File: src/hdl/tms_pkg.sv
package tms_pkg;

    localparam int NUM_SLOTS = 4;
    localparam int NUM_FIXED = 4;
    localparam int NUM_SEG   = NUM_FIXED + NUM_SLOTS + 1;
    localparam int PAD_SEG   = NUM_SEG - 1;
    localparam int SEG_W     = $clog2(NUM_SEG);

    // fixed segment slots in emission order
    localparam int SEG_NODE_ID  = 0;
    localparam int SEG_NODE_CNT = 1;
    localparam int SEG_INGRESS  = 2;
    localparam int SEG_EGRESS   = 3;
    localparam int SEG_SLOT0    = NUM_FIXED;

    localparam int LEN_W    = 4;
    localparam int CNT_W    = 3;
    localparam int CODE_W   = 3;
    localparam int SUM_W    = 6;
    localparam int MAX_CODE = 4;

    localparam logic [LEN_W-1:0] NODE_ID_BYTES = 4'd4;
    localparam logic [LEN_W-1:0] SHORT_BYTES   = 4'd2;
    localparam logic [1:0]       ALIGN_BIAS    = 2'd2;

    localparam int QDEPTH  = 2;
    localparam int QPTR_W  = (QDEPTH > 1) ? $clog2(QDEPTH) : 1;
    localparam int QCNT_W  = $clog2(QDEPTH + 1);

    typedef struct packed {
        logic [3:0]  present_bits;
        logic [31:0] node_id;
        logic [15:0] node_count;
        logic [15:0] ingress_port;
        logic [15:0] egress_port;
        logic [11:0] slot_len_codes;
        logic [63:0] slot0_value;
        logic [63:0] slot1_value;
        logic [63:0] slot2_value;
        logic [63:0] slot3_value;
    } rec_t;

    typedef struct packed {
        logic [7:0] out_byte;
        logic       is_padding;
        logic       bad_size;
        logic       last_byte;
    } meta_t;

    // classified record: one value and byte count per segment
    typedef struct packed {
        logic [NUM_SEG-1:0][63:0]      vals;
        logic [NUM_SEG-1:0][LEN_W-1:0] lens;
        logic                          bad;
    } job_t;

endpackage

File: src/hdl/tms_front.sv
module tms_front
    import tms_pkg::*;
(
    input  logic rec_valid,
    input  rec_t rec,
    input  logic full,
    output logic rec_stall,
    output logic push,
    output job_t job
);

    logic [3:0][63:0]  slot_vals;
    logic [CODE_W-1:0] code;
    logic [SUM_W-1:0]  total;
    logic [1:0]        tail;
    logic [1:0]        pad;

    assign rec_stall = full;
    assign push      = rec_valid && !full;

    always_comb
    begin
        slot_vals[0] = rec.slot0_value;
        slot_vals[1] = rec.slot1_value;
        slot_vals[2] = rec.slot2_value;
        slot_vals[3] = rec.slot3_value;

        job.bad = 1'b0;
        job.vals[SEG_NODE_ID]  = 64'(rec.node_id);
        job.vals[SEG_NODE_CNT] = 64'(rec.node_count);
        job.vals[SEG_INGRESS]  = 64'(rec.ingress_port);
        job.vals[SEG_EGRESS]   = 64'(rec.egress_port);
        job.lens[SEG_NODE_ID]  = rec.present_bits[0] ? NODE_ID_BYTES : '0;
        job.lens[SEG_NODE_CNT] = rec.present_bits[1] ? SHORT_BYTES : '0;
        job.lens[SEG_INGRESS]  = rec.present_bits[2] ? SHORT_BYTES : '0;
        job.lens[SEG_EGRESS]   = rec.present_bits[3] ? SHORT_BYTES : '0;

        code = '0;
        for (int k = 0; k < NUM_SLOTS; k++)
        begin
            code = rec.slot_len_codes[CODE_W*k +: CODE_W];
            job.vals[SEG_SLOT0+k] = slot_vals[k];
            if (code > CODE_W'(MAX_CODE))
            begin
                // oversized slot sends nothing, flagged on the last byte
                job.bad = 1'b1;
                job.lens[SEG_SLOT0+k] = '0;
            end
            else
            begin
                job.lens[SEG_SLOT0+k] = {code, 1'b0};
            end
        end

        total = '0;
        for (int s = 0; s < PAD_SEG; s++)
        begin
            total = total + SUM_W'(job.lens[s]);
        end

        // pad until count plus two is a multiple of four
        tail = total[1:0] + ALIGN_BIAS;
        pad  = 2'd0 - tail;
        job.vals[PAD_SEG] = '0;
        job.lens[PAD_SEG] = LEN_W'(pad);
    end

endmodule

File: src/hdl/tms_queue.sv
module tms_queue
    import tms_pkg::*;
(
    input  logic clk,
    input  logic rst_n,
    input  logic push,
    input  job_t wr_job,
    input  logic pop,
    output job_t head,
    output logic head_valid,
    output logic full
);

    job_t              slots_reg [QDEPTH];
    logic [QPTR_W-1:0] wr_ptr_reg, wr_ptr_next;
    logic [QPTR_W-1:0] rd_ptr_reg, rd_ptr_next;
    logic [QCNT_W-1:0] count_reg, count_next;

    assign head       = slots_reg[rd_ptr_reg];
    assign head_valid = (count_reg != '0);
    assign full       = (count_reg == QCNT_W'(QDEPTH));

    function automatic logic [QPTR_W-1:0] ptr_inc(input logic [QPTR_W-1:0] p);
        ptr_inc = (p == QPTR_W'(QDEPTH - 1)) ? '0 : p + 1'b1;
    endfunction

    always_comb
    begin
        wr_ptr_next = push ? ptr_inc(wr_ptr_reg) : wr_ptr_reg;
        rd_ptr_next = pop ? ptr_inc(rd_ptr_reg) : rd_ptr_reg;
        count_next  = count_reg;
        if (push && !pop)
        begin
            count_next = count_reg + 1'b1;
        end
        else if (pop && !push)
        begin
            count_next = count_reg - 1'b1;
        end
    end

    always_ff @(posedge clk or negedge rst_n)
    begin
        if (!rst_n)
        begin
            wr_ptr_reg <= '0;
            rd_ptr_reg <= '0;
            count_reg  <= '0;
        end
        else
        begin
            wr_ptr_reg <= wr_ptr_next;
            rd_ptr_reg <= rd_ptr_next;
            count_reg  <= count_next;
        end
    end

    always_ff @(posedge clk)
    begin
        if (push)
        begin
            slots_reg[wr_ptr_reg] <= wr_job;
        end
    end

    a_count_bound: assert property (@(posedge clk) disable iff (!rst_n)
        count_reg <= QCNT_W'(QDEPTH))
        else $error("queue count beyond depth");

    a_pop_nonempty: assert property (@(posedge clk) disable iff (!rst_n)
        pop |-> count_reg != '0)
        else $error("pop from empty queue");

    a_push_not_full: assert property (@(posedge clk) disable iff (!rst_n)
        push |-> !full)
        else $error("push into full queue");

endmodule

File: src/hdl/tms_back.sv
module tms_back
    import tms_pkg::*;
(
    input  logic  clk,
    input  logic  rst_n,
    input  job_t  head,
    input  logic  head_valid,
    output logic  pop,
    output logic  meta_valid,
    input  logic  meta_stall,
    output meta_t meta
);

    logic [SEG_W-1:0] seg_reg, seg_next;
    logic [CNT_W-1:0] cnt_reg, cnt_next;
    logic             valid_reg, valid_next;
    meta_t            meta_reg, meta_next;

    logic [NUM_SEG-1:0] live;
    logic [SEG_W-1:0]   cur;
    logic               more;
    logic [LEN_W-1:0]   cur_len;
    logic [LEN_W-1:0]   last_idx;
    logic [CNT_W-1:0]   pos;
    logic [63:0]        cur_val;
    logic               seg_end;
    logic               rec_end;
    logic               emit;

    assign meta_valid = valid_reg;
    assign meta       = meta_reg;

    always_comb
    begin
        // segments still to send, then the first of them
        for (int s = 0; s < NUM_SEG; s++)
        begin
            live[s] = (head.lens[s] != '0) && (SEG_W'(s) >= seg_reg);
        end
        cur = '0;
        for (int s = NUM_SEG - 1; s >= 0; s--)
        begin
            if (live[s])
            begin
                cur = SEG_W'(s);
            end
        end
        more = 1'b0;
        for (int s = 0; s < NUM_SEG; s++)
        begin
            if (live[s] && (SEG_W'(s) > cur))
            begin
                more = 1'b1;
            end
        end

        cur_len  = head.lens[cur];
        cur_val  = head.vals[cur];
        last_idx = cur_len - 1'b1;
        pos      = CNT_W'(last_idx - LEN_W'(cnt_reg));
        seg_end  = (LEN_W'(cnt_reg) == last_idx);
        rec_end  = seg_end && !more;

        emit = head_valid && (!valid_reg || !meta_stall);
        pop  = emit && rec_end;

        meta_next            = meta_reg;
        valid_next           = valid_reg && meta_stall;
        seg_next             = seg_reg;
        cnt_next             = cnt_reg;
        if (emit)
        begin
            valid_next           = 1'b1;
            meta_next.out_byte   = cur_val[8*pos +: 8];
            meta_next.is_padding = (cur == SEG_W'(PAD_SEG));
            meta_next.bad_size   = rec_end && head.bad;
            meta_next.last_byte  = rec_end;
            if (rec_end)
            begin
                seg_next = '0;
                cnt_next = '0;
            end
            else if (seg_end)
            begin
                seg_next = cur + 1'b1;
                cnt_next = '0;
            end
            else
            begin
                cnt_next = cnt_reg + 1'b1;
            end
        end
    end

    always_ff @(posedge clk or negedge rst_n)
    begin
        if (!rst_n)
        begin
            seg_reg   <= '0;
            cnt_reg   <= '0;
            valid_reg <= 1'b0;
        end
        else
        begin
            seg_reg   <= seg_next;
            cnt_reg   <= cnt_next;
            valid_reg <= valid_next;
        end
    end

    always_ff @(posedge clk)
    begin
        meta_reg <= meta_next;
    end

    a_pad_zero: assert property (@(posedge clk) disable iff (!rst_n)
        valid_reg && meta_reg.is_padding |-> meta_reg.out_byte == '0)
        else $error("pad byte not zero");

    a_bad_on_last: assert property (@(posedge clk) disable iff (!rst_n)
        valid_reg && meta_reg.bad_size |-> meta_reg.last_byte)
        else $error("bad_size away from last byte");

    a_restart: assert property (@(posedge clk) disable iff (!rst_n)
        pop |=> seg_reg == '0 && cnt_reg == '0)
        else $error("walk not restarted after record");

    a_last_pops: assert property (@(posedge clk) disable iff (!rst_n)
        emit |=> meta_reg.last_byte == $past(pop))
        else $error("last byte and pop disagree");

endmodule

File: src/hdl/telemetry_metadata_serializer_core.sv
// a record accepted into the record queue has its bytes registered one by one into the meta output register
// throughput: one byte per cycle while meta_stall is low; a record of n bytes (2 to 42) holds the
//   byte walker until its last byte is sent, and a record already queued follows it with no gap
// the two-entry record queue lets the record side run up to two records ahead
// reset clears queue pointers, the byte walker and the output valid; payload
//   registers are not reset
module telemetry_metadata_serializer_core
    import tms_pkg::*;
(
    input  logic  clk,
    input  logic  rst_n,
    input  logic  rec_valid,
    output logic  rec_stall,
    input  rec_t  rec,
    output logic  meta_valid,
    input  logic  meta_stall,
    output meta_t meta
);

    // front side: classify the record into segments with byte counts
    job_t new_job;
    job_t head;
    logic push;
    logic pop;
    logic full;
    logic head_valid;

    tms_front u_front (
        .rec_valid (rec_valid),
        .rec       (rec),
        .full      (full),
        .rec_stall (rec_stall),
        .push      (push),
        .job       (new_job)
    );

    // short queue decoupling record intake from byte output
    tms_queue u_queue (
        .clk        (clk),
        .rst_n      (rst_n),
        .push       (push),
        .wr_job     (new_job),
        .pop        (pop),
        .head       (head),
        .head_valid (head_valid),
        .full       (full)
    );

    // back side: walk the head record one byte a cycle, while meta_stall is low, into the output register
    tms_back u_back (
        .clk        (clk),
        .rst_n      (rst_n),
        .head       (head),
        .head_valid (head_valid),
        .pop        (pop),
        .meta_valid (meta_valid),
        .meta_stall (meta_stall),
        .meta       (meta)
    );

endmodule

File: config.mk
export PLATFORM = sky130hd
export DESIGN_NAME = telemetry_metadata_serializer_core
export DESIGN_NICKNAME = d
export VERILOG_FILES = /design/src/hdl/tms_pkg.sv /design/src/hdl/tms_front.sv /design/src/hdl/tms_queue.sv /design/src/hdl/tms_back.sv /design/src/hdl/telemetry_metadata_serializer_core.sv
export SDC_FILE = /design/constraint.sdc
export NUM_CORES = 1
export LEC_CHECK = 0
export BUFFER_PORTS_ARGS = -buffer_cell sky130_fd_sc_hd__buf_2
export CORE_AREA = 2 2 334 237
export CTS_CLUSTER_DIAMETER = 80
export DETAILED_ROUTE_END_ITERATION = 10
export DIE_AREA = 0 0 336 239
export PLACE_DENSITY = 0.59
export SKIP_LAST_GASP = 1
export SYNTH_ARGS = -nofsm -noshare
export SYNTH_HDL_FRONTEND = slang
export SYNTH_SLANG_ARGS = --single-unit
File: constraint.sdc
create_clock -name clk -period 19.35 [get_ports clk]
set_input_delay 1.935 -clock clk [delete_from_list [all_inputs] [get_ports clk]]
set_output_delay 1.935 -clock clk [all_outputs]
set_load 0.03 [all_outputs]
==> results of run 1 <==
-- worst min-delay path by stage --
| stage | from | to | slack, ns | cells after the start |
|---|---|---|---|---|
| global route | u_queue.count_reg[1]$_DFFE_PN0P_ | u_queue.count_reg[1]$_DFFE_PN0P_ | 0.52 | 1 |
| CTS | u_queue.count_reg[1]$_DFFE_PN0P_ | u_queue.count_reg[1]$_DFFE_PN0P_ | 0.50 | 1 |
| global placement | u_queue.count_reg[1]$_DFFE_PN0P_ | u_queue.count_reg[1]$_DFFE_PN0P_ | 0.49 | 1 |
| detailed placement | u_queue.count_reg[1]$_DFFE_PN0P_ | u_queue.count_reg[1]$_DFFE_PN0P_ | 0.49 | 1 |
| floorplan | u_queue.wr_ptr_reg$_DFFE_PN0P_ | u_queue.wr_ptr_reg$_DFFE_PN0P_ | 0.46 | 1 |
| finish | u_queue.count_reg[1]$_DFFE_PN0P_ | u_queue.count_reg[1]$_DFFE_PN0P_ | 0.50 | 1 |
-- kinds of logic (layout without fill, tap and decap cells) --
kind of cell / count (synthesis) / count (layout) / synth area share [%]
flip-flops: 731 / 731 / 75.6
other: 2 / 23 / 0.0259
AND/OR/NAND/NOR: 134 / 134 / 2.49
multiplexers: 263 / 263 / 13.4
adder cells (fa/ha/maj): 10 / 10 / 0.458
AO/OA/AOI/OAI: 235 / 235 / 6.19
buffers and inverters: 87 / 535 / 1.37
XOR/XNOR: 16 / 16 / 0.510
-- layout by cell type, fill, tap and decap left out, types with 12 or more instances in the layout --
cell and n:
sky130_fd_sc_hd__clkinv_2 14, sky130_fd_sc_hd__diode_2 21, sky130_fd_sc_hd__nor2b_1 13, sky130_fd_sc_hd__nor3_1 15, sky130_fd_sc_hd__clkinv_1 14, sky130_fd_sc_hd__o22ai_1 12, sky130_fd_sc_hd__nor2_1 21, sky130_fd_sc_hd__o221ai_1 12
sky130_fd_sc_hd__a221oi_1 35, sky130_fd_sc_hd__buf_4 27, sky130_fd_sc_hd__mux2_2 21, sky130_fd_sc_hd__o21ai_0 22, sky130_fd_sc_hd__edfxtp_1 719, sky130_fd_sc_hd__a21oi_1 27, sky130_fd_sc_hd__clkbuf_16 75, sky130_fd_sc_hd__nand2_1 33
sky130_fd_sc_hd__buf_2 368, sky130_fd_sc_hd__a221o_1 14, sky130_fd_sc_hd__a211oi_1 12, sky130_fd_sc_hd__a22oi_1 46, sky130_fd_sc_hd__mux2i_1 141, sky130_fd_sc_hd__clkbuf_1 12, sky130_fd_sc_hd__mux4_2 97
-- Yosys cell counts, types with 9 or more instances --
cell	instances
sky130_fd_sc_hd__edfxtp_1	719
sky130_fd_sc_hd__dfrtp_1	12
sky130_fd_sc_hd__o22ai_1	12
sky130_fd_sc_hd__buf_2	23
sky130_fd_sc_hd__a21oi_1	28
sky130_fd_sc_hd__a22oi_1	46
sky130_fd_sc_hd__mux4_2	97
sky130_fd_sc_hd__xnor2_1	11
sky130_fd_sc_hd__a221oi_1	35
sky130_fd_sc_hd__buf_1	16
sky130_fd_sc_hd__o21ai_0	22
sky130_fd_sc_hd__clkbuf_1	32
sky130_fd_sc_hd__nor2b_1	13
sky130_fd_sc_hd__a211oi_1	12
sky130_fd_sc_hd__mux2i_1	141
sky130_fd_sc_hd__nand2_1	33
sky130_fd_sc_hd__nor2_1	24
sky130_fd_sc_hd__ha_1	9
sky130_fd_sc_hd__a221o_1	14
sky130_fd_sc_hd__mux2_2	21
sky130_fd_sc_hd__nor3_1	16
sky130_fd_sc_hd__o221ai_1	12
-- power by group --
part | internal [mW] | total (mW) | switching (mW)
clock | 0.796 | 1.40 | 0.600
sequential | 2.20 | 2.30 | 0.0997
combinational | 0.593 | 1.79 | 1.20
total | 3.59 | 5.49 | 1.90
-- per-layer routing --
metal / part of all wire, % / GRT usage [%] / up-vias
li1: - / - / 6994
met1: 43 / 27.1 / 8141
met2: 45 / 28.6 / 569
met3: 9.8 / 6.61 / 114
met4: 1.7 / 4.89 / 28
met5: 0.22 / 0 / -
-- layout make-up --
cell class | instances | area (sq um) | area share [%]
Sequential cell | 731 | 21900 | 63.6
Multi-Input combinational cell | 660 | 6730 | 19.5
Clock buffer | 87 | 1920 | 5.58
Timing Repair Buffer | 395 | 2040 | 5.94
Antenna cell | 21 | 52.6 | 0.153
Inverter | 8 | 30.0 | 0.0872
Clock inverter | 45 | 428 | 1.24
Tap cell | 1056 | 1320 | 3.84
-- worst max-delay path: cells and delay by family, from the launching register on --
kind            cells  cell delay [ns]
buf+inv             3             1.18
compound gates      6             1.74
flops               1             1.09
fa+ha+maj           2             1.25
simple gates        4             1.24
==> report_table.html, run 1 <==
<table>
<tr><th>Metric</th><th>Value</th></tr>
<tr><th colspan="2">Outcome</th></tr>
<tr><td>Run status</td><td>finished clean</td></tr>
<tr><th colspan="2">Clock network</th></tr>
<tr><td>Clock-pin slew on the worst setup and hold paths</td><td>0.06 ns</td></tr>
<tr><td>Cts-stage hold buffer count</td><td>0</td></tr>
<tr><td>Max clock buf depth</td><td>3</td></tr>
<tr><td>Clock net sink count</td><td>~730</td></tr>
<tr><td>Setup repair bufs after CTS</td><td>0</td></tr>
<tr><td>Deepest level of the CTS H-tree</td><td>3</td></tr>
<tr><td>Cells resized by post-CTS repair</td><td>0</td></tr>
<tr><td>Insertion delay of the later-clocked pin in the worst-skew pair</td><td>0.63 ns</td></tr>
<tr><td>Clock buffer count from CTS</td><td>74</td></tr>
<tr><td>CTS tree</td><td>done</td></tr>
<tr><td>Clk Tree Root Cell</td><td>sky130_fd_sc_hd__clkbuf_16</td></tr>
<tr><th colspan="2">Worst setup path</th></tr>
<tr><td>Register-to-register path setup slack</td><td>12.47 ns</td></tr>
<tr><td>Crit path largest cell delay</td><td>1.09 ns</td></tr>
<tr><td>Setup CP Type</td><td>flip-flop to flip-flop</td></tr>
<tr><td>Critical path launch point type</td><td>flip-flop</td></tr>
<tr><td>Worst setup path endpoint</td><td>u_back.meta[5]$_DFFE_PP_</td></tr>
<tr><td>R2r worst-path depth</td><td>15</td></tr>
<tr><td>Crit path DAT</td><td>7.21 ns</td></tr>
<tr><td>Capture point of the worst reg-to-reg path</td><td>u_back.meta[5]$_DFFE_PP_</td></tr>
<tr><td>CP Cell Sequence</td><td>buf_4 -&gt; nor4_2 -&gt; a2111oi_2 -&gt; o211a_1 -&gt; nor2_4 -&gt; inv_2 -&gt; buf_4 -&gt; o211ai_1 -&gt; a211oi_2 -&gt; ha_1 -&gt; fa_1 -&gt; nor2b_1 -&gt; a22oi_1 -&gt; nand2_1 -&gt; a211oi_1</td></tr>
<tr><td>Worst Path Required</td><td>19.68 ns</td></tr>
<tr><td>Largest fanout of any net on the critical path</td><td>60</td></tr>
<tr><td>Worst reg2reg startpoint</td><td>u_queue.rd_ptr_reg$_DFFE_PN0P_</td></tr>
<tr><td>Beginning of the critical path</td><td>u_queue.rd_ptr_reg$_DFFE_PN0P_</td></tr>
<tr><td>Highest-delay cell along the critical path</td><td>sky130_fd_sc_hd__dfrtp_4</td></tr>
<tr><td>Cell repeated most along the worst path</td><td>sky130_fd_sc_hd__buf_4</td></tr>
<tr><td>Critical path endpoint category</td><td>flip-flop</td></tr>
<tr><th colspan="2">Routing</th></tr>
<tr><td>Via Count</td><td>approximately 16,000</td></tr>
<tr><td>Routed length per placed instance</td><td>26.0 microns</td></tr>
<tr><td>Drt drc</td><td>0</td></tr>
<tr><td>Count of TritonRoute iterations in the first routing pass</td><td>5</td></tr>
<tr><td>Drt via density</td><td>5.28</td></tr>
<tr><td>Iter 0 DRT Violations</td><td>1,511</td></tr>
<tr><td>Count of antenna-violating nets left after detailed routing</td><td>0</td></tr>
<tr><td>DRT Wirelength</td><td>78.1 mm</td></tr>
<tr><th colspan="2">Layout</th></tr>
<tr><td># nets final</td><td>2,236</td></tr>
<tr><td>Final Non-Filler Cells</td><td>3,003</td></tr>
<tr><td>Layout filler cell count</td><td>6,753</td></tr>
<tr><td>Design area</td><td>34,400 sq um</td></tr>
<tr><td>Layout Area Growth over Synthesis</td><td>18.8%</td></tr>
<tr><td>Flip-flop count of the largest register after layout</td><td>708</td></tr>
<tr><td>Ratio of cells with drive above 1 in the final layout</td><td>33.6%</td></tr>
<tr><td>Fraction of the core area covered by cells at the end of the flow</td><td>44.4%</td></tr>
<tr><th colspan="2">Global routing</th></tr>
<tr><td>Number of global-route vias before repair</td><td>~16,000</td></tr>
<tr><td>Global-route total usage across every layer</td><td>19.3%</td></tr>
<tr><td>Initial antenna violation count</td><td>33</td></tr>
<tr><td>Residual overflow from global routing</td><td>0</td></tr>
<tr><td>Largest net degree at the start of global routing</td><td>72</td></tr>
<tr><td>First-pass GRT wire length</td><td>between 100 and 150 mm</td></tr>
<tr><th colspan="2">STA</th></tr>
<tr><td>Final-report hold violation count</td><td>0</td></tr>
<tr><td>Clock tree skew after final layout</td><td>0.0269 ns</td></tr>
<tr><td>Maximum clock frequency</td><td>approximately 150 MHz</td></tr>
<tr><td>Shortest period the worst path allows</td><td>6.88 ns</td></tr>
<tr><td>Setup repair after global routing missed its margin</td><td>false</td></tr>
<tr><td>Hold_ws</td><td>0.501 ns</td></tr>
<tr><td>Max Slew Vio Count</td><td>0</td></tr>
<tr><td>Headroom to the max-slew limit</td><td>around 18%</td></tr>
<tr><td>Tightest Pin Transition</td><td>1.24 ns</td></tr>
<tr><td>Total negative slack for setup checks</td><td>0 ns</td></tr>
<tr><td>Final setup viols</td><td>0</td></tr>
<tr><td>Final setup slack of the worst path</td><td>12.47 ns</td></tr>
<tr><td>Post-route clock period utilization</td><td>35.6%</td></tr>
<tr><th colspan="2">Synthesis</th></tr>
<tr><td>Cell types with the largest area share after synthesis</td><td>sky130_fd_sc_hd__edfxtp_1 75%, sky130_fd_sc_hd__mux4_2 7.5%, sky130_fd_sc_hd__mux2i_1 4.9%</td></tr>
<tr><td>Synthesized instance count</td><td>approximately 1,500</td></tr>
<tr><td>Most used DFF post-synth</td><td>sky130_fd_sc_hd__edfxtp_1</td></tr>
<tr><td>YS warnings</td><td>0</td></tr>
<tr><td>Share of Yosys cell area claimed by the top area cell type</td><td>74.5%</td></tr>
<tr><td>Fraction of the yosys area taken by sequential cells</td><td>around three quarters</td></tr>
<tr><td>Number of library cell types mapped by synthesis</td><td>78</td></tr>
<tr><td>Register bit count reported by yosys</td><td>roughly 730</td></tr>
<tr><td>Post-synth EDFFs</td><td>slightly above 700</td></tr>
<tr><td>Fraction of registers with async set or reset after synthesis</td><td>1.64%</td></tr>
<tr><td>Cell taking the most area after synthesis</td><td>sky130_fd_sc_hd__edfxtp_1</td></tr>
<tr><td>Avg Cell Area, Syn</td><td>19.6 sq um</td></tr>
<tr><td>Total nets after synthesis</td><td>1,844</td></tr>
<tr><td>Post-synth design cell area</td><td>29,000 sq um</td></tr>
<tr><th colspan="2">Floorplanning</th></tr>
<tr><td>Width of the die</td><td>336 microns</td></tr>
<tr><td>Top-Level Pins</td><td>369</td></tr>
<tr><td>Chip Height</td><td>roughly 240 microns</td></tr>
<tr><td>Initial core utilization</td><td>37.3%</td></tr>
<tr><td>Area of the die</td><td>80,300 sq um</td></tr>
<tr><td>Total core area</td><td>77,600 sq um</td></tr>
<tr><td>Number of placement rows</td><td>86</td></tr>
<tr><th colspan="2">Place</th></tr>
<tr><td>DP Worst Slack</td><td>approximately 12 ns</td></tr>
<tr><td>Post-place instance area</td><td>32,000 sq um</td></tr>
<tr><td>Cell total after placement</td><td>2,850</td></tr>
<tr><td>Detailed-placement wirelength estimate</td><td>53.4 mm</td></tr>
<tr><td>Final estimated routing congestion in global placement</td><td>0.846</td></tr>
<tr><td>Port Buf Inserts</td><td>368</td></tr>
<tr><th colspan="2">Power</th></tr>
<tr><td>P per Cell Area</td><td>159 nW/um^2</td></tr>
<tr><td>Peak supply drop</td><td>approximately 0.00011 V</td></tr>
<tr><td>Post-layout power</td><td>5.49 mW</td></tr>
<tr><td>Leakage power</td><td>11.4 nW</td></tr>
<tr><th colspan="2">Run</th></tr>
<tr><td>Max-cap violations</td><td>0</td></tr>
<tr><th colspan="2">Worst hold path</th></tr>
<tr><td>Type of the worst min-delay path</td><td>flip-flop to flip-flop</td></tr>
</table>
No activity file was read; power rests on OpenSTA's default activity.
==> run 2, diff against run 1 <==
==> constraint.sdc (replaced) <==
create_clock -name clk -period 6.4 [get_ports clk]
set_input_delay 0.64 -clock clk [delete_from_list [all_inputs] [get_ports clk]]
set_output_delay 0.64 -clock clk [all_outputs]
set_load 0.03 [all_outputs]
==> run 2 against run 1 <==
  * Combinational power rose to 3.1 times the previous value
  * Register-to-register slack worse by 12 ns
  * Routed wire length up 0.85%
  * Largest cell class unchanged
  * Largest power group unchanged
  * Highest routed layer unchanged
  * Fmax up 23%
  * Sequential power rose to 3.0 times the previous value
  * Core utilization up 0.34 points
==> report_table.html, run 2 (same netlist as run 1, synthesis figures left out) <==
<table>
<tr><th>Metric</th><th>Value</th></tr>
<tr><th colspan="2">STA</th></tr>
<tr><td>Clock tree skew after final layout</td><td>about 0.017 ns</td></tr>
<tr><td>Final setup slack of the worst path</td><td>a little over 0.8 ns</td></tr>
<tr><td>Maximum clock frequency</td><td>179 MHz</td></tr>
<tr><td>Max Slew Vio Count</td><td>0</td></tr>
<tr><td>Hold_ws</td><td>0.204 ns</td></tr>
<tr><td>Final-report hold violation count</td><td>0</td></tr>
<tr><td>Shortest period the worst path allows</td><td>5.58 ns</td></tr>
<tr><td>Setup repair after global routing missed its margin</td><td>false</td></tr>
<tr><td>Final setup viols</td><td>0</td></tr>
<tr><td>Headroom to the max-slew limit</td><td>20.3%</td></tr>
<tr><td>Tightest Pin Transition</td><td>1.20 ns</td></tr>
<tr><td>Post-route clock period utilization</td><td>87.2%</td></tr>
<tr><td>Total negative slack for setup checks</td><td>0 ns</td></tr>
<tr><th colspan="2">Layout</th></tr>
<tr><td># nets final</td><td>2,237</td></tr>
<tr><td>Final Non-Filler Cells</td><td>about 3,000</td></tr>
<tr><td>Ratio of cells with drive above 1 in the final layout</td><td>33.6%</td></tr>
<tr><td>Fraction of the core area covered by cells at the end of the flow</td><td>44.7%</td></tr>
<tr><td>Layout Area Growth over Synthesis</td><td>19.7%</td></tr>
<tr><td>Most common library cell in the layout ignoring fill and taps</td><td>sky130_fd_sc_hd__edfxtp_1</td></tr>
<tr><td>Top library cells by usage in the layout, fill and taps aside</td><td>719 x sky130_fd_sc_hd__edfxtp_1, 368 x sky130_fd_sc_hd__buf_2, 141 x sky130_fd_sc_hd__mux2i_1, 97 x sky130_fd_sc_hd__mux4_2, 81 x sky130_fd_sc_hd__clkbuf_16</td></tr>
<tr><td>Design area</td><td>between 30,000 and 40,000 sq um</td></tr>
<tr><td>Flip-flop count of the largest register after layout</td><td>~710</td></tr>
<tr><th colspan="2">Clock network</th></tr>
<tr><td>Clk Tree Root Cell</td><td>sky130_fd_sc_hd__clkbuf_16</td></tr>
<tr><td>CTS tree</td><td>done</td></tr>
<tr><td>Insertion delay of the later-clocked pin in the worst-skew pair</td><td>0.62 ns</td></tr>
<tr><td>Clock buffer count from CTS</td><td>77</td></tr>
<tr><td>Clock-pin slew on the worst setup and hold paths</td><td>about 0.070 ns</td></tr>
<tr><td>Deepest level of the CTS H-tree</td><td>3</td></tr>
<tr><td>Clock net sink count</td><td>731</td></tr>
<tr><td>Cells resized by post-CTS repair</td><td>0</td></tr>
<tr><td>Max clock buf depth</td><td>3</td></tr>
<tr><th colspan="2">Floorplanning</th></tr>
<tr><td>Top-Level Pins</td><td>369</td></tr>
<tr><td>Width of the die</td><td>336 microns</td></tr>
<tr><td>Number of placement rows</td><td>86</td></tr>
<tr><td>Initial core utilization</td><td>37.3%</td></tr>
<tr><td>Chip Height</td><td>between 200 and 250 microns</td></tr>
<tr><td>Area of the die</td><td>between 80,000 and 90,000 sq um</td></tr>
<tr><td>Total core area</td><td>77,600 sq um</td></tr>
<tr><th colspan="2">Place</th></tr>
<tr><td>Port Buf Inserts</td><td>368</td></tr>
<tr><td>Detailed-placement wirelength estimate</td><td>52.9 mm</td></tr>
<tr><td>Final estimated routing congestion in global placement</td><td>0.886</td></tr>
<tr><td>Cell total after placement</td><td>approximately 2,800</td></tr>
<tr><td>DP Worst Slack</td><td>0.920 ns</td></tr>
<tr><td>Post-place instance area</td><td>about 32,000 sq um</td></tr>
<tr><th colspan="2">Routing</th></tr>
<tr><td>DRT Wirelength</td><td>78.7 mm</td></tr>
<tr><td>Iter 0 DRT Violations</td><td>1,475</td></tr>
<tr><td>Count of antenna-violating nets left after detailed routing</td><td>0</td></tr>
<tr><td>Via Count</td><td>~16,000</td></tr>
<tr><td>Routed length per placed instance</td><td>26.2 microns</td></tr>
<tr><td>Drt drc</td><td>0</td></tr>
<tr><td>Drt via density</td><td>approximately 5.3</td></tr>
<tr><td>Count of TritonRoute iterations in the first routing pass</td><td>5</td></tr>
<tr><th colspan="2">Power</th></tr>
<tr><td>Leakage power</td><td>11.5 nW</td></tr>
<tr><td>Switching pwr</td><td>5.80 mW</td></tr>
<tr><td>Switching Share</td><td>34.3%</td></tr>
<tr><td>Internal power consumption</td><td>11.1 mW</td></tr>
<tr><td>Share of total power in sequential cells</td><td>a little over 40%</td></tr>
<tr><td>Clock network fraction of total power</td><td>26.6%</td></tr>
<tr><td>Peak supply drop</td><td>0.000583 V</td></tr>
<tr><td>Combinational fraction of design power</td><td>32.4%</td></tr>
<tr><td>P per Cell Area</td><td>488 nW/um^2</td></tr>
<tr><td>Post-layout power</td><td>16.9 mW</td></tr>
<tr><th colspan="2">Global routing</th></tr>
<tr><td>Number of global-route vias before repair</td><td>16,200</td></tr>
<tr><td>Residual overflow from global routing</td><td>0</td></tr>
<tr><td>First-pass GRT wire length</td><td>111 mm</td></tr>
<tr><td>Global-route total usage across every layer</td><td>19.3%</td></tr>
<tr><td>Largest net degree at the start of global routing</td><td>161</td></tr>
<tr><td>Initial antenna violation count</td><td>32</td></tr>
<tr><th colspan="2">Worst hold path</th></tr>
<tr><td>Type of the worst min-delay path</td><td>input pin to flip-flop</td></tr>
<tr><th colspan="2">Worst setup path</th></tr>
<tr><td>Largest fanout of any net on the critical path</td><td>35</td></tr>
<tr><td>Crit path DAT</td><td>6.03 ns</td></tr>
<tr><td>Worst Path Required</td><td>~6.9 ns</td></tr>
<tr><td>Critical path launch point type</td><td>flip-flop</td></tr>
<tr><td>Setup CP Type</td><td>flip-flop to flip-flop</td></tr>
<tr><td>Critical path endpoint category</td><td>flip-flop</td></tr>
<tr><th colspan="2">Run</th></tr>
<tr><td>Max-cap violations</td><td>0</td></tr>
<tr><th colspan="2">Outcome</th></tr>
<tr><td>Run status</td><td>finished clean</td></tr>
</table>
[run 2: cell types whose count changed in the layout (fill, tap and decap cells not counted), moves of 2 or more]
cell,delta
sky130_fd_sc_hd__clkbuf_16,+6
sky130_fd_sc_hd__inv_6,+2
sky130_fd_sc_hd__buf_12,+8
sky130_fd_sc_hd__buf_4,-11
sky130_fd_sc_hd__clkinv_4,-2
sky130_fd_sc_hd__clkbuf_1,+7
sky130_fd_sc_hd__clkinv_2,-4
sky130_fd_sc_hd__diode_2,-5
[run 2: path summary, 6_finish.rpt]
kind	from	endpoint	slack [ns]	cells past startpoint
min in group asynchronous	rst_n	u_back.seg_reg[0]$_DFFE_PN0P_	0.47	2
hold / removal	rec[334]	u_queue.slots_reg[0][46]$_DFFE_PP_	0.20	1
max in group asynchronous	rst_n	u_queue.rd_ptr_reg$_DFFE_PN0P_	5.62	2
setup / recovery	u_queue.rd_ptr_reg$_DFFE_PN0P_	u_back.meta[5]$_DFFE_PP_	0.82	14
setup reg to reg	u_queue.rd_ptr_reg$_DFFE_PN0P_	u_back.meta[5]$_DFFE_PP_	0.82	14
hold reg to reg	u_queue.count_reg[1]$_DFFE_PN0P_	u_queue.count_reg[1]$_DFFE_PN0P_	0.50	1
[run 2: final cells by class]
cell class	count	area, sq um
clock buffers	101	2110
well taps	1056	1320
fillers	6730	42900
inverters	8	30.0
flip-flops and latches	731	21900
clock inverters	43	423
multi-input cells	660	6730
diodes	16	40.0
repair buffers	393	2130
[run 2: what timing repair did]
action | in CTS | in global routing
hold buffers | 1 | 0
endpoints found under the hold margin | 12 | 0
buffers inserted | 0 | 0
[run 2: per-layer routing]
| layer | vias to the layer above | GRT usage, % | wire length [microns] | share of wire (%) |
|---|---|---|---|---|
| li1 | 7008 | - | - | - |
| met4 | 28 | 6.39 | 2240 | 2.8 |
| met5 | - | 0 | 174 | 0.22 |
| met1 | 8213 | 26.8 | 34500 | 44 |
| met3 | 150 | 7.07 | 6930 | 8.8 |
| met2 | 559 | 28.2 | 34800 | 44 |
[run 2: worst max-delay path, stage by stage (launching register included)]
cell and delay [ns]:
sky130_fd_sc_hd__dfrtp_4 0.76, sky130_fd_sc_hd__mux2i_1 0.26, sky130_fd_sc_hd__o22ai_1 0.74, sky130_fd_sc_hd__nor2_1 0.39
sky130_fd_sc_hd__nand2_1 0.18, sky130_fd_sc_hd__nor2_1 0.06, sky130_fd_sc_hd__a211oi_2 0.34, sky130_fd_sc_hd__ha_1 0.31
sky130_fd_sc_hd__fa_1 0.87, sky130_fd_sc_hd__nand2_1 0.42, sky130_fd_sc_hd__a221oi_1 0.34, sky130_fd_sc_hd__o221ai_1 0.20
sky130_fd_sc_hd__a21oi_1 0.19, sky130_fd_sc_hd__nor3_1 0.07, sky130_fd_sc_hd__a211oi_1 0.25
[run 2: power by group through the flow]
stage	Sequential, mW	Combinational, mW	Clock, mW
3_5_place_dp	7.03	5.49	0
2_1_floorplan	7.19	3.35	0
4_1_cts	6.93	5.50	4.61
3_3_place_gp	6.98	5.40	0
6_report	6.94	5.48	4.49
5_1_grt	7.02	5.88	4.81
==> run 3, diff against run 2 <==
--- a/config.mk
+++ b/config.mk
@@ -11,6 +11,7 @@
 export DETAILED_ROUTE_END_ITERATION = 10
 export DIE_AREA = 0 0 336 239
 export PLACE_DENSITY = 0.59
+export RECOVER_POWER = 50
 export SKIP_LAST_GASP = 1
 export SYNTH_ARGS = -nofsm -noshare
 export SYNTH_HDL_FRONTEND = slang
==> run 3 against run 2 <==
  * The run now ends with capacitance limit, slew limit left
  * Sequential power is essentially flat
  * Sequential cell count unchanged
  * Highest routed layer unchanged
  * First-iteration DRC count increased by 2.3%
  * Global-route usage stayed put
  * Die area did not move
  * Fmax down 1.2%
==> report_table.html, run 3 (same netlist as run 1, synthesis figures left out) <==
<table>
<tr><th>Metric</th><th>Value</th></tr>
<tr><th colspan="2">Routing</th></tr>
<tr><td>Routed length per placed instance</td><td>around 26 microns</td></tr>
<tr><td>Count of antenna-violating nets left after detailed routing</td><td>0</td></tr>
<tr><td>Count of TritonRoute iterations in the first routing pass</td><td>5</td></tr>
<tr><td>Via Count</td><td>between 15,000 and 20,000</td></tr>
<tr><td>Drt via density</td><td>between 5 and 6</td></tr>
<tr><td>Iter 0 DRT Violations</td><td>1,509</td></tr>
<tr><td>Drt drc</td><td>0</td></tr>
<tr><td>DRT Wirelength</td><td>78.8 mm</td></tr>
<tr><th colspan="2">Floorplanning</th></tr>
<tr><td>Total core area</td><td>77,600 sq um</td></tr>
<tr><td>Width of the die</td><td>336 microns</td></tr>
<tr><td>Top-Level Pins</td><td>369</td></tr>
<tr><td>Area of the die</td><td>80,300 sq um</td></tr>
<tr><td>Number of placement rows</td><td>between 80 and 90</td></tr>
<tr><td>Chip Height</td><td>between 200 and 250 microns</td></tr>
<tr><td>Initial core utilization</td><td>about 37%</td></tr>
<tr><th colspan="2">Global routing</th></tr>
<tr><td>Gr busiest metal</td><td>met2</td></tr>
<tr><td>Met2 Resource Use GR</td><td>28.2%</td></tr>
<tr><td>First-pass GRT wire length</td><td>111 mm</td></tr>
<tr><td>Global-route total usage across every layer</td><td>19.3%</td></tr>
<tr><td>Initial antenna violation count</td><td>31</td></tr>
<tr><td>Number of global-route vias before repair</td><td>roughly 16,000</td></tr>
<tr><td>GRT met3 Usage</td><td>around 7%</td></tr>
<tr><td>Met1 Use GR</td><td>26.8%</td></tr>
<tr><td>Residual overflow from global routing</td><td>0</td></tr>
<tr><td>Largest net degree at the start of global routing</td><td>161</td></tr>
<tr><th colspan="2">Worst setup path</th></tr>
<tr><td>Worst reg2reg startpoint</td><td>u_queue.rd_ptr_reg$_DFFE_PN0P_</td></tr>
<tr><td>Crit path DAT</td><td>6.09 ns</td></tr>
<tr><td>Critical path launch point type</td><td>flip-flop</td></tr>
<tr><td>Critical path endpoint category</td><td>flip-flop</td></tr>
<tr><td>Largest fanout of any net on the critical path</td><td>35</td></tr>
<tr><td>Capture point of the worst reg-to-reg path</td><td>u_back.meta[5]$_DFFE_PP_</td></tr>
<tr><td>Register-to-register path setup slack</td><td>between 0.7 and 0.8 ns</td></tr>
<tr><td>Worst Path Required</td><td>6.85 ns</td></tr>
<tr><td>Setup CP Type</td><td>flip-flop to flip-flop</td></tr>
<tr><td>R2r worst-path depth</td><td>14</td></tr>
<tr><th colspan="2">Clock network</th></tr>
<tr><td>Clock buffer count from CTS</td><td>77</td></tr>
<tr><td>Clk Tree Root Cell</td><td>sky130_fd_sc_hd__clkbuf_16</td></tr>
<tr><td>Insertion delay of the later-clocked pin in the worst-skew pair</td><td>0.62 ns</td></tr>
<tr><td>CTS tree</td><td>done</td></tr>
<tr><td>Deepest level of the CTS H-tree</td><td>3</td></tr>
<tr><td>Setup repair bufs after CTS</td><td>0</td></tr>
<tr><td>Cells resized by post-CTS repair</td><td>0</td></tr>
<tr><td>Clock net sink count</td><td>731</td></tr>
<tr><td>Clock-pin slew on the worst setup and hold paths</td><td>0.07 ns</td></tr>
<tr><td>Max clock buf depth</td><td>3</td></tr>
<tr><th colspan="2">Place</th></tr>
<tr><td>Final estimated routing congestion in global placement</td><td>0.886</td></tr>
<tr><td>Post-place instance area</td><td>approximately 32,000 sq um</td></tr>
<tr><td>Detailed-placement wirelength estimate</td><td>52.9 mm</td></tr>
<tr><td>DP Worst Slack</td><td>between 0.9 and 1 ns</td></tr>
<tr><td>Port Buf Inserts</td><td>368</td></tr>
<tr><th colspan="2">STA</th></tr>
<tr><td>Setup repair after global routing missed its margin</td><td>false</td></tr>
<tr><td>Final setup viols</td><td>0</td></tr>
<tr><td>Final setup slack of the worst path</td><td>approximately 0.75 ns</td></tr>
<tr><td>Headroom to the max-slew limit</td><td>-2.12%</td></tr>
<tr><td>Tightest Pin Transition</td><td>approximately 1.5 ns</td></tr>
<tr><td>Max Slew Vio Count</td><td>28</td></tr>
<tr><td>Maximum clock frequency</td><td>177 MHz</td></tr>
<tr><td>Hold_ws</td><td>0.206 ns</td></tr>
<tr><td>Clock tree skew after final layout</td><td>0.0165 ns</td></tr>
<tr><td>Final-report hold violation count</td><td>0</td></tr>
<tr><td>Total negative slack for setup checks</td><td>0 ns</td></tr>
<tr><td>Shortest period the worst path allows</td><td>between 5 and 6 ns</td></tr>
<tr><td>Post-route clock period utilization</td><td>88.2%</td></tr>
<tr><th colspan="2">Power</th></tr>
<tr><td>Peak supply drop</td><td>0.000578 V</td></tr>
<tr><td>Leakage power</td><td>10.9 nW</td></tr>
<tr><td>Combinational fraction of design power</td><td>32.3%</td></tr>
<tr><td>Share of total power in sequential cells</td><td>41.1%</td></tr>
<tr><td>Switching pwr</td><td>5.79 mW</td></tr>
<tr><td>Internal power consumption</td><td>11.1 mW</td></tr>
<tr><td>Switching Share</td><td>34.3%</td></tr>
<tr><td>Clock network fraction of total power</td><td>a little over a quarter</td></tr>
<tr><td>P per Cell Area</td><td>491 nW/um^2</td></tr>
<tr><th colspan="2">Layout</th></tr>
<tr><td>Top library cells by usage in the layout, fill and taps aside</td><td>719 x sky130_fd_sc_hd__edfxtp_1, 222 x sky130_fd_sc_hd__clkbuf_1, 165 x sky130_fd_sc_hd__buf_2, 141 x sky130_fd_sc_hd__mux2i_1, 97 x sky130_fd_sc_hd__mux4_2</td></tr>
<tr><td>Most common library cell in the layout ignoring fill and taps</td><td>sky130_fd_sc_hd__edfxtp_1</td></tr>
<tr><td>Layout Area Growth over Synthesis</td><td>18.8%</td></tr>
<tr><td>Ratio of cells with drive above 1 in the final layout</td><td>22.9%</td></tr>
<tr><td># nets final</td><td>around 2,200</td></tr>
<tr><td>Flip-flop count of the largest register after layout</td><td>708</td></tr>
<tr><td>Design area</td><td>34,400 sq um</td></tr>
<tr><th colspan="2">Worst hold path</th></tr>
<tr><td>Type of the worst min-delay path</td><td>input pin to flip-flop</td></tr>
<tr><td>Endpoint, Worst Hold</td><td>u_queue.slots_reg[0][46]$_DFFE_PP_</td></tr>
<tr><td>Worst hold path depth</td><td>1</td></tr>
<tr><td>Hold_sp</td><td>rec[334]</td></tr>
<tr><th colspan="2">Run</th></tr>
<tr><td>Max-cap violations</td><td>1</td></tr>
<tr><th colspan="2">Outcome</th></tr>
<tr><td>Violations in the final reports</td><td>capacitance limit, slew limit</td></tr>
<tr><td>Run status</td><td>complete, but fails checks</td></tr>
</table>
-- run 3: power by group through the flow --
stage               sequential [mW]  clock (mW)  combinational [mW]
CTS                            6.93        4.61                5.50
global route                   7.02        4.81                5.85
finish                         6.94        4.49                5.45
global placement               6.98           0                5.40
floorplan                      7.19           0                3.35
detailed placement             7.03           0                5.49
-- run 3: layer usage --
layer	wire, microns	vias up	share of wire, %
met1	34400	8136	44
li1	-	7008	-
met2	34900	599	44
met3	7060	160	9.0
met5	207	-	0.26
met4	2260	32	2.9
-- run 3: critical path, stage by stage, from the launching register on --
cell	delay, ns
sky130_fd_sc_hd__dfrtp_4	0.76
sky130_fd_sc_hd__mux2i_1	0.26
sky130_fd_sc_hd__o22ai_1	0.78
sky130_fd_sc_hd__nor2_1	0.39
sky130_fd_sc_hd__nand2_1	0.18
sky130_fd_sc_hd__nor2_1	0.07
sky130_fd_sc_hd__a211oi_2	0.35
sky130_fd_sc_hd__ha_1	0.32
sky130_fd_sc_hd__fa_1	0.88
sky130_fd_sc_hd__nand2_1	0.42
sky130_fd_sc_hd__a221oi_1	0.34
sky130_fd_sc_hd__o221ai_1	0.20
sky130_fd_sc_hd__a21oi_1	0.19
sky130_fd_sc_hd__nor3_1	0.07
sky130_fd_sc_hd__a211oi_1	0.25
-- run 3: per-stage QoR --
| stage | instances | util, % | total power, mW |
|---|---|---|---|
| CTS | 2992 | 44.7 | 17.0 |
| floorplan | 1478 | - | 10.5 |
| detailed placement | 2847 | 41.4 | 12.5 |
| finish | 3005 | 44.4 | 16.9 |
| global route | 3000 | 44.3 | 17.7 |
| global placement | 2847 | 41.4 | 12.4 |
-- run 3: cell type report --
type                            instances  area (sq um)
Clock buffer                          101          2110
Multi-Input combinational cell        660          6720
Sequential cell                       731         21900
Clock inverter                         43           423
Fill cell                            6831         43200
Antenna cell                           13          32.5
Inverter                                8          30.0
Tap cell                             1056          1320
Timing Repair Buffer                  393          1870
-- run 3: what timing repair did --
item | CTS | global route
hold buffers | 1 | 0
endpoints found under the hold margin | 12 | 0
setup endpoints to repair | 0 | 0
-- run 3: worst max path at each step --
stage | start | to | slack [ns] | cells after the start
6_report | u_queue.rd_ptr_reg$_DFFE_PN0P_ | u_back.meta[5]$_DFFE_PP_ | 0.75 | 14
5_1_grt | u_queue.rd_ptr_reg$_DFFE_PN0P_ | u_back.meta[5]$_DFFE_PP_ | 0.46 | 14
4_1_cts | u_queue.rd_ptr_reg$_DFFE_PN0P_ | u_back.meta[5]$_DFFE_PP_ | 0.91 | 14
3_5_place_dp | u_queue.rd_ptr_reg$_DFFE_PN0P_ | u_back.meta[5]$_DFFE_PP_ | 0.92 | 15
3_3_place_gp | u_queue.rd_ptr_reg$_DFFE_PN0P_ | u_back.meta[5]$_DFFE_PP_ | 1.09 | 16
2_1_floorplan | rec_valid | u_queue.slots_reg[0][0]$_DFFE_PP_ | 0.02 | 2
